`config.mk`:
```
export PLATFORM = sky130hd
export DESIGN_NAME = chained_xor_packet_cipher_top
export DESIGN_NICKNAME = d
export VERILOG_FILES = /design/src/rtl/cxpc_pkg.sv /design/src/rtl/cxpc_core.sv /design/src/rtl/chained_xor_packet_cipher_top.sv
export SDC_FILE = /design/constraint.sdc
export NUM_CORES = 1
export LEC_CHECK = 0
export ABC_AREA = 1
export BUFFER_PORTS_ARGS = -buffer_cell sky130_fd_sc_hd__buf_2
export CORE_MARGIN = 2
export CORE_UTILIZATION = 31
export CTS_CLUSTER_DIAMETER = 30
export DETAILED_ROUTE_END_ITERATION = 12
export PLACE_DENSITY = 0.44
export SLEW_MARGIN = 0
export SYNTH_ARGS = -nofsm -noshare
export SYNTH_HDL_FRONTEND = slang
export SYNTH_SLANG_ARGS = --single-unit
export TNS_END_PERCENT = 5
```
`constraint.sdc`:
```
create_clock -name i_clk -period 9 [get_ports i_clk]
set_input_delay 0.9 -clock i_clk [delete_from_list [all_inputs] [get_ports i_clk]]
set_output_delay 0.9 -clock i_clk [all_outputs]
set_load 0.02 [all_outputs]
```
`src/rtl/cxpc_pkg.sv`:
```
// Shared types and constants for the chained XOR packet cipher.
// No dependencies; imported by the core and the top level.
`default_nettype none

package cxpc_pkg;

    localparam int unsigned CFG_IDX_W = 2;
    localparam int unsigned CFG_DATA_W = 8;

    localparam logic [CFG_IDX_W-1:0] CFG_FIXED_KEY    = 2'd0;
    localparam logic [CFG_IDX_W-1:0] CFG_DECRYPT_MODE = 2'd1;

    typedef struct packed {
        logic [7:0] data_byte;
        logic       first_byte;
        logic       last_byte;
        logic [7:0] random_key;
    } t_in_item;

    typedef struct packed {
        logic [7:0] out_byte;
        logic       end_of_packet;
        logic       checksum_ok;
    } t_result;

    typedef struct packed {
        logic [7:0] fixed_key;
        logic       decrypt_mode;
    } t_cfg;

endpackage

`default_nettype wire

```
`src/rtl/cxpc_core.sv`:
```
// Chain state registers and the per-byte two-stage XOR datapath.
// Depends on cxpc_pkg for item, result and configuration types.
`default_nettype none

module cxpc_core (
    input  wire logic              i_clk,
    input  wire logic              i_rst_n,
    input  wire logic              i_advance,
    input  wire cxpc_pkg::t_in_item i_item,
    input  wire cxpc_pkg::t_cfg    i_cfg,
    output cxpc_pkg::t_result      o_result
);
    import cxpc_pkg::*;

    logic [7:0] r_prev_cipher, n_prev_cipher;
    logic [7:0] r_prev_middle, n_prev_middle;
    logic [7:0] r_position, n_position;
    logic [7:0] r_rkey, n_rkey;
    logic [7:0] r_checksum, n_checksum;
    logic [7:0] r_sum, n_sum;

    logic [7:0] cur_cipher, cur_middle, cur_position, cur_rkey, cur_sum;
    logic [7:0] pad_mid, pad_ciph, middle, cipher, plain;

    always_comb begin
        // restart the chain on the checksum byte
        cur_cipher   = i_item.first_byte ? 8'd0 : r_prev_cipher;
        cur_middle   = i_item.first_byte ? 8'd0 : r_prev_middle;
        cur_position = i_item.first_byte ? 8'd0 : r_position;
        cur_sum      = i_item.first_byte ? 8'd0 : r_sum;
        cur_rkey     = i_item.first_byte ? i_item.random_key : r_rkey;

        pad_mid  = cur_middle + cur_rkey + cur_position + 8'd1;
        pad_ciph = cur_cipher + i_cfg.fixed_key + cur_position + 8'd1;

        if (i_cfg.decrypt_mode) begin
            cipher = i_item.data_byte;
            middle = cipher ^ pad_ciph;
            plain  = middle ^ pad_mid;
        end else begin
            plain  = i_item.data_byte;
            middle = plain ^ pad_mid;
            cipher = middle ^ pad_ciph;
        end

        n_checksum    = i_item.first_byte ? plain : r_checksum;
        n_sum         = i_item.first_byte ? cur_sum : cur_sum + plain;
        n_prev_cipher = cipher;
        n_prev_middle = middle;
        n_position    = cur_position + 8'd1;
        n_rkey        = cur_rkey;

        o_result.out_byte      = i_cfg.decrypt_mode ? plain : cipher;
        o_result.end_of_packet = i_item.last_byte;
        o_result.checksum_ok   = (i_item.last_byte && i_cfg.decrypt_mode) ?
                                 (n_sum == n_checksum) : 1'b1;
    end

    always_ff @(posedge i_clk) begin
        if (!i_rst_n) begin
            r_prev_cipher <= 8'd0;
            r_prev_middle <= 8'd0;
            r_position    <= 8'd0;
            r_rkey        <= 8'd0;
            r_checksum    <= 8'd0;
            r_sum         <= 8'd0;
        end else if (i_advance) begin
            r_prev_cipher <= n_prev_cipher;
            r_prev_middle <= n_prev_middle;
            r_position    <= n_position;
            r_rkey        <= n_rkey;
            r_checksum    <= n_checksum;
            r_sum         <= n_sum;
        end
    end

    property p_first_sets_position;
        @(posedge i_clk) disable iff (!i_rst_n)
            (i_advance && i_item.first_byte) |=> (r_position == 8'd1);
    endproperty
    a_first_sets_position: assert property (p_first_sets_position)
        else $error("position not restarted by checksum byte");

    property p_bad_checksum_only_on_last;
        @(posedge i_clk) disable iff (!i_rst_n)
            !o_result.checksum_ok |-> (i_item.last_byte && i_cfg.decrypt_mode);
    endproperty
    a_bad_checksum_only_on_last: assert property (p_bad_checksum_only_on_last)
        else $error("checksum flag dropped outside last decrypted byte");

endmodule

`default_nettype wire

```
`src/rtl/chained_xor_packet_cipher_top.sv`:
```
// Top level of the chained XOR packet cipher: config registers,
// input handshake and result register. Depends on cxpc_pkg and cxpc_core.
//
//   channel   direction  handshake                  payload
//   input     in         i_in_valid / o_in_ready    data_byte first_byte last_byte random_key
//   result    out        o_out_valid / i_out_ready  out_byte end_of_packet checksum_ok
//   config    in         i_cfg_we                   i_cfg_index i_cfg_data
//
// One byte per cycle while the result is not stalled; the result is registered and
// appears in the cycle after its transfer, from the single result register behind the 8-bit add/XOR chain.
// Synchronous active-low reset clears chain state, config and result valid.
// A stalled result holds; a new byte is taken in the cycle the result leaves.
`default_nettype none

module chained_xor_packet_cipher_top (
    input  wire logic                          i_clk,
    input  wire logic                          i_rst_n,
    input  wire logic                          i_cfg_we,
    input  wire logic [cxpc_pkg::CFG_IDX_W-1:0]  i_cfg_index,
    input  wire logic [cxpc_pkg::CFG_DATA_W-1:0] i_cfg_data,
    input  wire logic                          i_in_valid,
    output logic                               o_in_ready,
    input  wire logic [7:0]                    i_data_byte,
    input  wire logic                          i_first_byte,
    input  wire logic                          i_last_byte,
    input  wire logic [7:0]                    i_random_key,
    output logic                               o_out_valid,
    input  wire logic                          i_out_ready,
    output logic [7:0]                         o_out_byte,
    output logic                               o_end_of_packet,
    output logic                               o_checksum_ok
);
    import cxpc_pkg::*;

    t_cfg     r_cfg;
    t_in_item in_item;
    t_result  core_result;
    t_result  r_result;
    logic     r_out_valid;
    logic     in_xfer;

    assign o_in_ready = !r_out_valid || i_out_ready;
    assign in_xfer    = i_in_valid && o_in_ready;

    assign in_item.data_byte  = i_data_byte;
    assign in_item.first_byte = i_first_byte;
    assign in_item.last_byte  = i_last_byte;
    assign in_item.random_key = i_random_key;

    always_ff @(posedge i_clk) begin
        if (!i_rst_n) begin
            r_cfg <= '0;
        end else if (i_cfg_we) begin
            case (i_cfg_index)
                CFG_FIXED_KEY:    r_cfg.fixed_key    <= i_cfg_data[7:0];
                CFG_DECRYPT_MODE: r_cfg.decrypt_mode <= i_cfg_data[0];
                default:          r_cfg              <= r_cfg;
            endcase
        end
    end

    cxpc_core u_core (
        .i_clk     (i_clk),
        .i_rst_n   (i_rst_n),
        .i_advance (in_xfer),
        .i_item    (in_item),
        .i_cfg     (r_cfg),
        .o_result  (core_result)
    );

    always_ff @(posedge i_clk) begin
        if (!i_rst_n) begin
            r_out_valid <= 1'b0;
        end else if (o_in_ready) begin
            r_out_valid <= i_in_valid;
        end
    end

    always_ff @(posedge i_clk) begin
        if (in_xfer) begin
            r_result <= core_result;
        end
    end

    assign o_out_valid     = r_out_valid;
    assign o_out_byte      = r_result.out_byte;
    assign o_end_of_packet = r_result.end_of_packet;
    assign o_checksum_ok   = r_result.checksum_ok;

    property p_xfer_gives_result;
        @(posedge i_clk) disable iff (!i_rst_n)
            in_xfer |=> o_out_valid;
    endproperty
    a_xfer_gives_result: assert property (p_xfer_gives_result)
        else $error("transfer did not produce a result");

    property p_stall_holds_result;
        @(posedge i_clk) disable iff (!i_rst_n)
            (o_out_valid && !i_out_ready) |=> (o_out_valid && $stable(r_result));
    endproperty
    a_stall_holds_result: assert property (p_stall_holds_result)
        else $error("stalled result changed");

    property p_bad_checksum_on_eop;
        @(posedge i_clk) disable iff (!i_rst_n)
            (o_out_valid && !o_checksum_ok) |-> o_end_of_packet;
    endproperty
    a_bad_checksum_on_eop: assert property (p_bad_checksum_on_eop)
        else $error("checksum failure flagged before end of packet");

endmodule

`default_nettype wire
```
Word level (Yosys, flattened, before mapping)
Cells that the tools add are included.
{ "word_totals": {"reg_bits": 68, "input_bits": 33, "elab_cells": 44} }
{ "classes": {"n_addsub": 8, "eq_ne": 2, "muxes": 11, "bitwise": 4, "reduce_logical": 7} }
{ "op_table": {"columns": ["op", "count"], "rows": [
  ["$mux 8", 11],
  ["$add 8x8->8", 5],
  ["$xor 8x8->8", 4],
  ["$add 8x1->8 const B", 3],
  ["$eq 8x8->1", 1],
  ["$reduce_and 2->1", 2],
  ["$eq 2x1->1 const B", 1],
  ["$logic_and 1x1->1", 2],
  ["$logic_not 2->1", 1],
  ["$logic_not 1->1", 1],
  ["$logic_or 1x1->1", 1]
]} }

Longest topological paths before layout
{ "depth": {"depth_word": 10, "ltp_mapped": 37} }

Hierarchy
From an unflattened synthesis, not the netlist that was laid out.
{ "hier_totals": {"cells_unflattened": 805, "area_unflattened_um2": 5163.7} }
{ "by_module_without_submodules": {"columns": ["module", "n_inst", "cells_each", "area_per_inst_um2"], "rows": [
  ["cxpc_core", 1, 728, 4398.0],
  ["chained_xor_packet_cipher_top", 1, 77, 765.7]
]} }

Worst setup path after synthesis
OpenSTA, ideal clock, no wires.
{ "synth_timing": {"kind": "input to register", "start": "input i_first_byte", "end": "register r_result (netlist bit o_checksum_ok), data pin", "arrival_ns": 5.016, "required_ns": 8.870, "slack_ns": 3.854, "stages": 30, "n_path_buf": 3, "path_cell_list": "inv_1 buf_2 buf_2 buf_1 nand2_1 o21ai_0 nand2_1 o21ai_0 inv_1 ha_1 inv_1 fa_1 xor2_1 xnor2_1 nand2_1 o21ai_1 inv_1 fa_1 nor2_1 a221oi_1 o21ai_1 nor2_1 nand2_1 nor2_1 nand3_1 nor2_1 nand2_1 nor2_1 nand2_1 nand2_1"} }
{ "synth_via": {"elab_chain_cells": 10, "elab_cells_between_ends": 18, "classes_between": "add/sub (7); eq/ne (1); mux (8); bitwise (2)"} }
{ "synth_lines": {"columns": ["item", "line_no", "source"], "rows": [
  ["start: declaration", "chained_xor_packet_cipher_top.sv:24", "input wire logic i_first_byte,"],
  ["$mux 8", "cxpc_core.sv:27", "cur_cipher = i_item.first_byte ? 8'd0 : r_prev_cipher;"],
  ["$add 8x8->8 (2 in a row)", "cxpc_core.sv:34", "pad_ciph = cur_cipher + i_cfg.fixed_key + cur_position + 8'd1;"],
  ["$add 8x1->8", "cxpc_core.sv:34", null],
  ["$xor 8x8->8", "cxpc_core.sv:38", "middle = cipher ^ pad_ciph;"],
  ["$xor 8x8->8", "cxpc_core.sv:39", "plain = middle ^ pad_mid;"],
  ["$mux 8", "cxpc_core.sv:36", "if (i_cfg.decrypt_mode) begin"],
  ["$add 8x8->8", "cxpc_core.sv:47", "n_sum = i_item.first_byte ? cur_sum : cur_sum + plain;"],
  ["$mux 8", "cxpc_core.sv:47", null],
  ["$eq 8x8->1 *", "cxpc_core.sv:56", "(n_sum == n_checksum) : 1'b1;"],
  ["end signal: assignment", "chained_xor_packet_cipher_top.sv:81", "r_result <= core_result;"],
  ["end: declaration", "chained_xor_packet_cipher_top.sv:38", "t_result r_result;"]
]} }
Mark *: on every way between the ends. The rest lies on a longest branch, timed or not.
A chain may end at the register's enable or synchronous reset.

Worst setup path after layout
Same ends and word-level chain as after synthesis.

==> results.cfg <==
[sta]
fin_skew_ns = 0.00905
fin_crit_ns = 5.42
max_freq_mhz = 185
slew_violations = 0
setup_tns_ns = 0
finalSetupViolCount = 0
slew_headroom_pct = 32.0
fin_worst_hold_slack_ns = 0.448
grt_setup_unrepaired = false
report.final.hold_viol_count = 0
tightest_slew_ns = 1.01
min_period_over_period_pct = 60.2

[critical_path]
crit_arrival_ns = 5.51
critical_path_class = in -> reg
cp_slowest_cell = fa_1
path_max_fanout = 47
cp.required_ns = 9.10
crit_path_max_incr_delay_ns = 0.49
worst_setup_path_end_kind = flop
crit_top_cell = nand2_1
worstSetupStartpointType = primary input

[detailed_routing]
ant_nets = 0
first_pass_iters = 5
remaining_drc_errors = 0
wl_per_cell_um = 14.2
drt-initial-drc-count = 246
vias_per_cell = 4.68
routed_wl_mm = 13.8
vias = 4550

[clocking]
clk_latency_ns = 0.35
cts.reportedPaths.clkPinSlew_ns = 0.05
numCtsBuffers = 9
cts_hold_buf = 0
cts_setup_buffers = 0
h-tree-depth = 3
post_cts_resized = 0
cts_buffer_depth = 2
cts_sinks = 68
cts_tree = done
root_buffer = clkbuf_16

[power]
p_seq_share_pct = 33.7
cellLeakagePower_nw = 2.78
netSwitchingFraction_pct = 32.6
powerDensity_nw_per_um2 = 187
ir_drop_v = 0.0000852
power.switching_mw = 0.343
p_int_mw = 0.709
pwr-share-clk_pct = 38.5
combPwrFrac_pct = 27.8

[finish]
fill_cells = 1626
fin_util_pct = 36.9
final_nets = 826
layout-drive-gt1-share_pct = 10.2
regArea_um2 = 1460
diodes = 0
fin_cells = 972
multiInputGateArea_um2 = 2820
syn2layout_area_growth_pct = 15.5

[logic_synthesis]
synth_ff_type = dfxtp_1
post_synth_num_cell_types = 34
synth_edf_count = 10
synth_cells = 723
ys_ff_latch = 68
synth_top_area_cell = dfxtp_1
synth_adder_area_share_pct = 11.2
synth.top_cell.area_share_pct = 23.8
synth_compound_area_share_pct = 17.5
async_flop_share_pct = 0
synth_top_family_by_area = simple AND/OR/NAND/NOR gates
synth_most_common_cell = nand2_1
ys_seq_area_share_pct = 30.0
muxShareOfSynthArea_pct = 0.205
synthSimpleGateAreaFrac_pct = 24.6
synth_area_leaders = dfxtp_1, nand2_1, inv_1
synth_area_um2 = 4870
synth_nets = 793
synth_warnings = 0
postSynthAreaPerCell_um2 = 6.74
synth_xor_area_share_pct = 4.49
ys_top_cells_by_count = nand2_1, inv_1, a21oi_1

[worst_hold_path]
hp-class = reg -> reg

[placed_design]
port_buffers = 44
placed_cells = 956
place.gp.congestion = 0.851
hpwl_mm = 10.1

[run]
drv_cap = 0

[grt]
grt_util_all_layers_pct = 17.5
grt_pass1_wl_mm = 22.1
grt_max_degree = 48
grt_pass1_vias = 4236
overflow = 0
antenna_found_initial = 0

[die]
die_h_um = 129
rows = 45
dieArea_um2 = 16700
die_w_um = 129
initial_utilization_pct = 31.9
num_io_pins = 45
core_area_um2 = 15300

[outcome]
status = finished clean
power groups by stage:
| stage | Sequential, mW | Combinational (mW) | Clock [mW] |
|---|---|---|---|
| after global routing | 0.358 | 0.331 | 0.429 |
| after global placement | 0.362 | 0.291 | 0 |
| after floorplan | 0.372 | 0.201 | 0 |
| after detailed placement | 0.361 | 0.291 | 0 |
| after CTS | 0.355 | 0.293 | 0.418 |
| final | 0.355 | 0.292 | 0.405 |
cells by family (layout without fill, tap and decap cells):
family / after synthesis / after routing
fa+ha+maj: 37 / 37
mux: 1 / 1
flops: 68 / 68
compound gates: 158 / 158
xor+xnor: 25 / 25
buf+inv: 155 / 193
simple gates: 279 / 279
metal layers:
layer	GRT usage [%]	up-vias	part of all wire [%]
li1	-	2391	-
met4	5.95	0	1.5
met2	28.9	73	46
met3	2.60	12	2.9
met1	23.4	2074	50
met5	0	-	0
final timing paths:
check / slack (ns) / cells past startpoint / start / end
min reg2reg: 0.45 / 2 / u_core.r_rkey[3]$_SDFFE_PN0P_ / u_core.r_rkey[3]$_SDFFE_PN0P_
max reg2reg: 4.69 / 25 / u_core.r_position[1]$_SDFFE_PN0P_ / o_checksum_ok$_SDFFCE_PN1P_
min: 0.45 / 2 / u_core.r_rkey[3]$_SDFFE_PN0P_ / u_core.r_rkey[3]$_SDFFE_PN0P_
max: 3.58 / 29 / i_first_byte / o_checksum_ok$_SDFFCE_PN1P_
cell usage in the layout, fill, tap and decap left out, types with 9 or more instances in the layout:
| cell | n |
|---|---|
| nand2_1 | 146 |
| inv_1 | 125 |
| a21oi_1 | 69 |
| o21ai_0 | 64 |
| dfxtp_1 | 58 |
| nor2_1 | 57 |
| nand3_1 | 48 |
| buf_2 | 44 |
| ha_1 | 26 |
| xor2_1 | 14 |
| xnor2_1 | 11 |
| fa_1 | 11 |
| edfxtp_1 | 10 |
| clkbuf_16 | 9 |
metrics by stage:
step,instance area [um^2],worst slack [ns],power (mW)
after floorplan,4870,3.85,0.574
after global placement,5290,3.28,0.652
after detailed placement,5290,3.24,0.653
after CTS,5630,3.59,1.07
after global routing,5630,3.04,1.12
final,5630,3.58,1.05
sequential cells by signal, indices dropped and copies added (netlist names):
register,count
o_checksum_ok,1
o_end_of_packet,1
o_out_byte,8
o_out_valid,1
r_cfg,9
u_core.r_checksum,8
u_core.r_position,8
u_core.r_prev_cipher,8
u_core.r_prev_middle,8
u_core.r_rkey,8
u_core.r_sum,8
worst max-delay path, delay by kind of cell:
family | cells | cell delay, ns
AOI/OAI and AO/OA | 3 | 0.53
xor gates and xnor gates | 3 | 0.78
adders and majority gates | 3 | 1.07
buffers and inverters | 6 | 1.01
and+or+nand+nor | 14 | 1.21
final cells by class:
class / count / area share [%]
Clock inverter: 3 / 1.20
Inverter: 127 / 8.47
Sequential cell: 68 / 26.0
Tap cell: 211 / 4.69
Multi-Input combinational cell: 500 / 50.2
Timing Repair Buffer: 50 / 4.71
Clock buffer: 13 / 4.80
(Power assumes the default switching activity.)
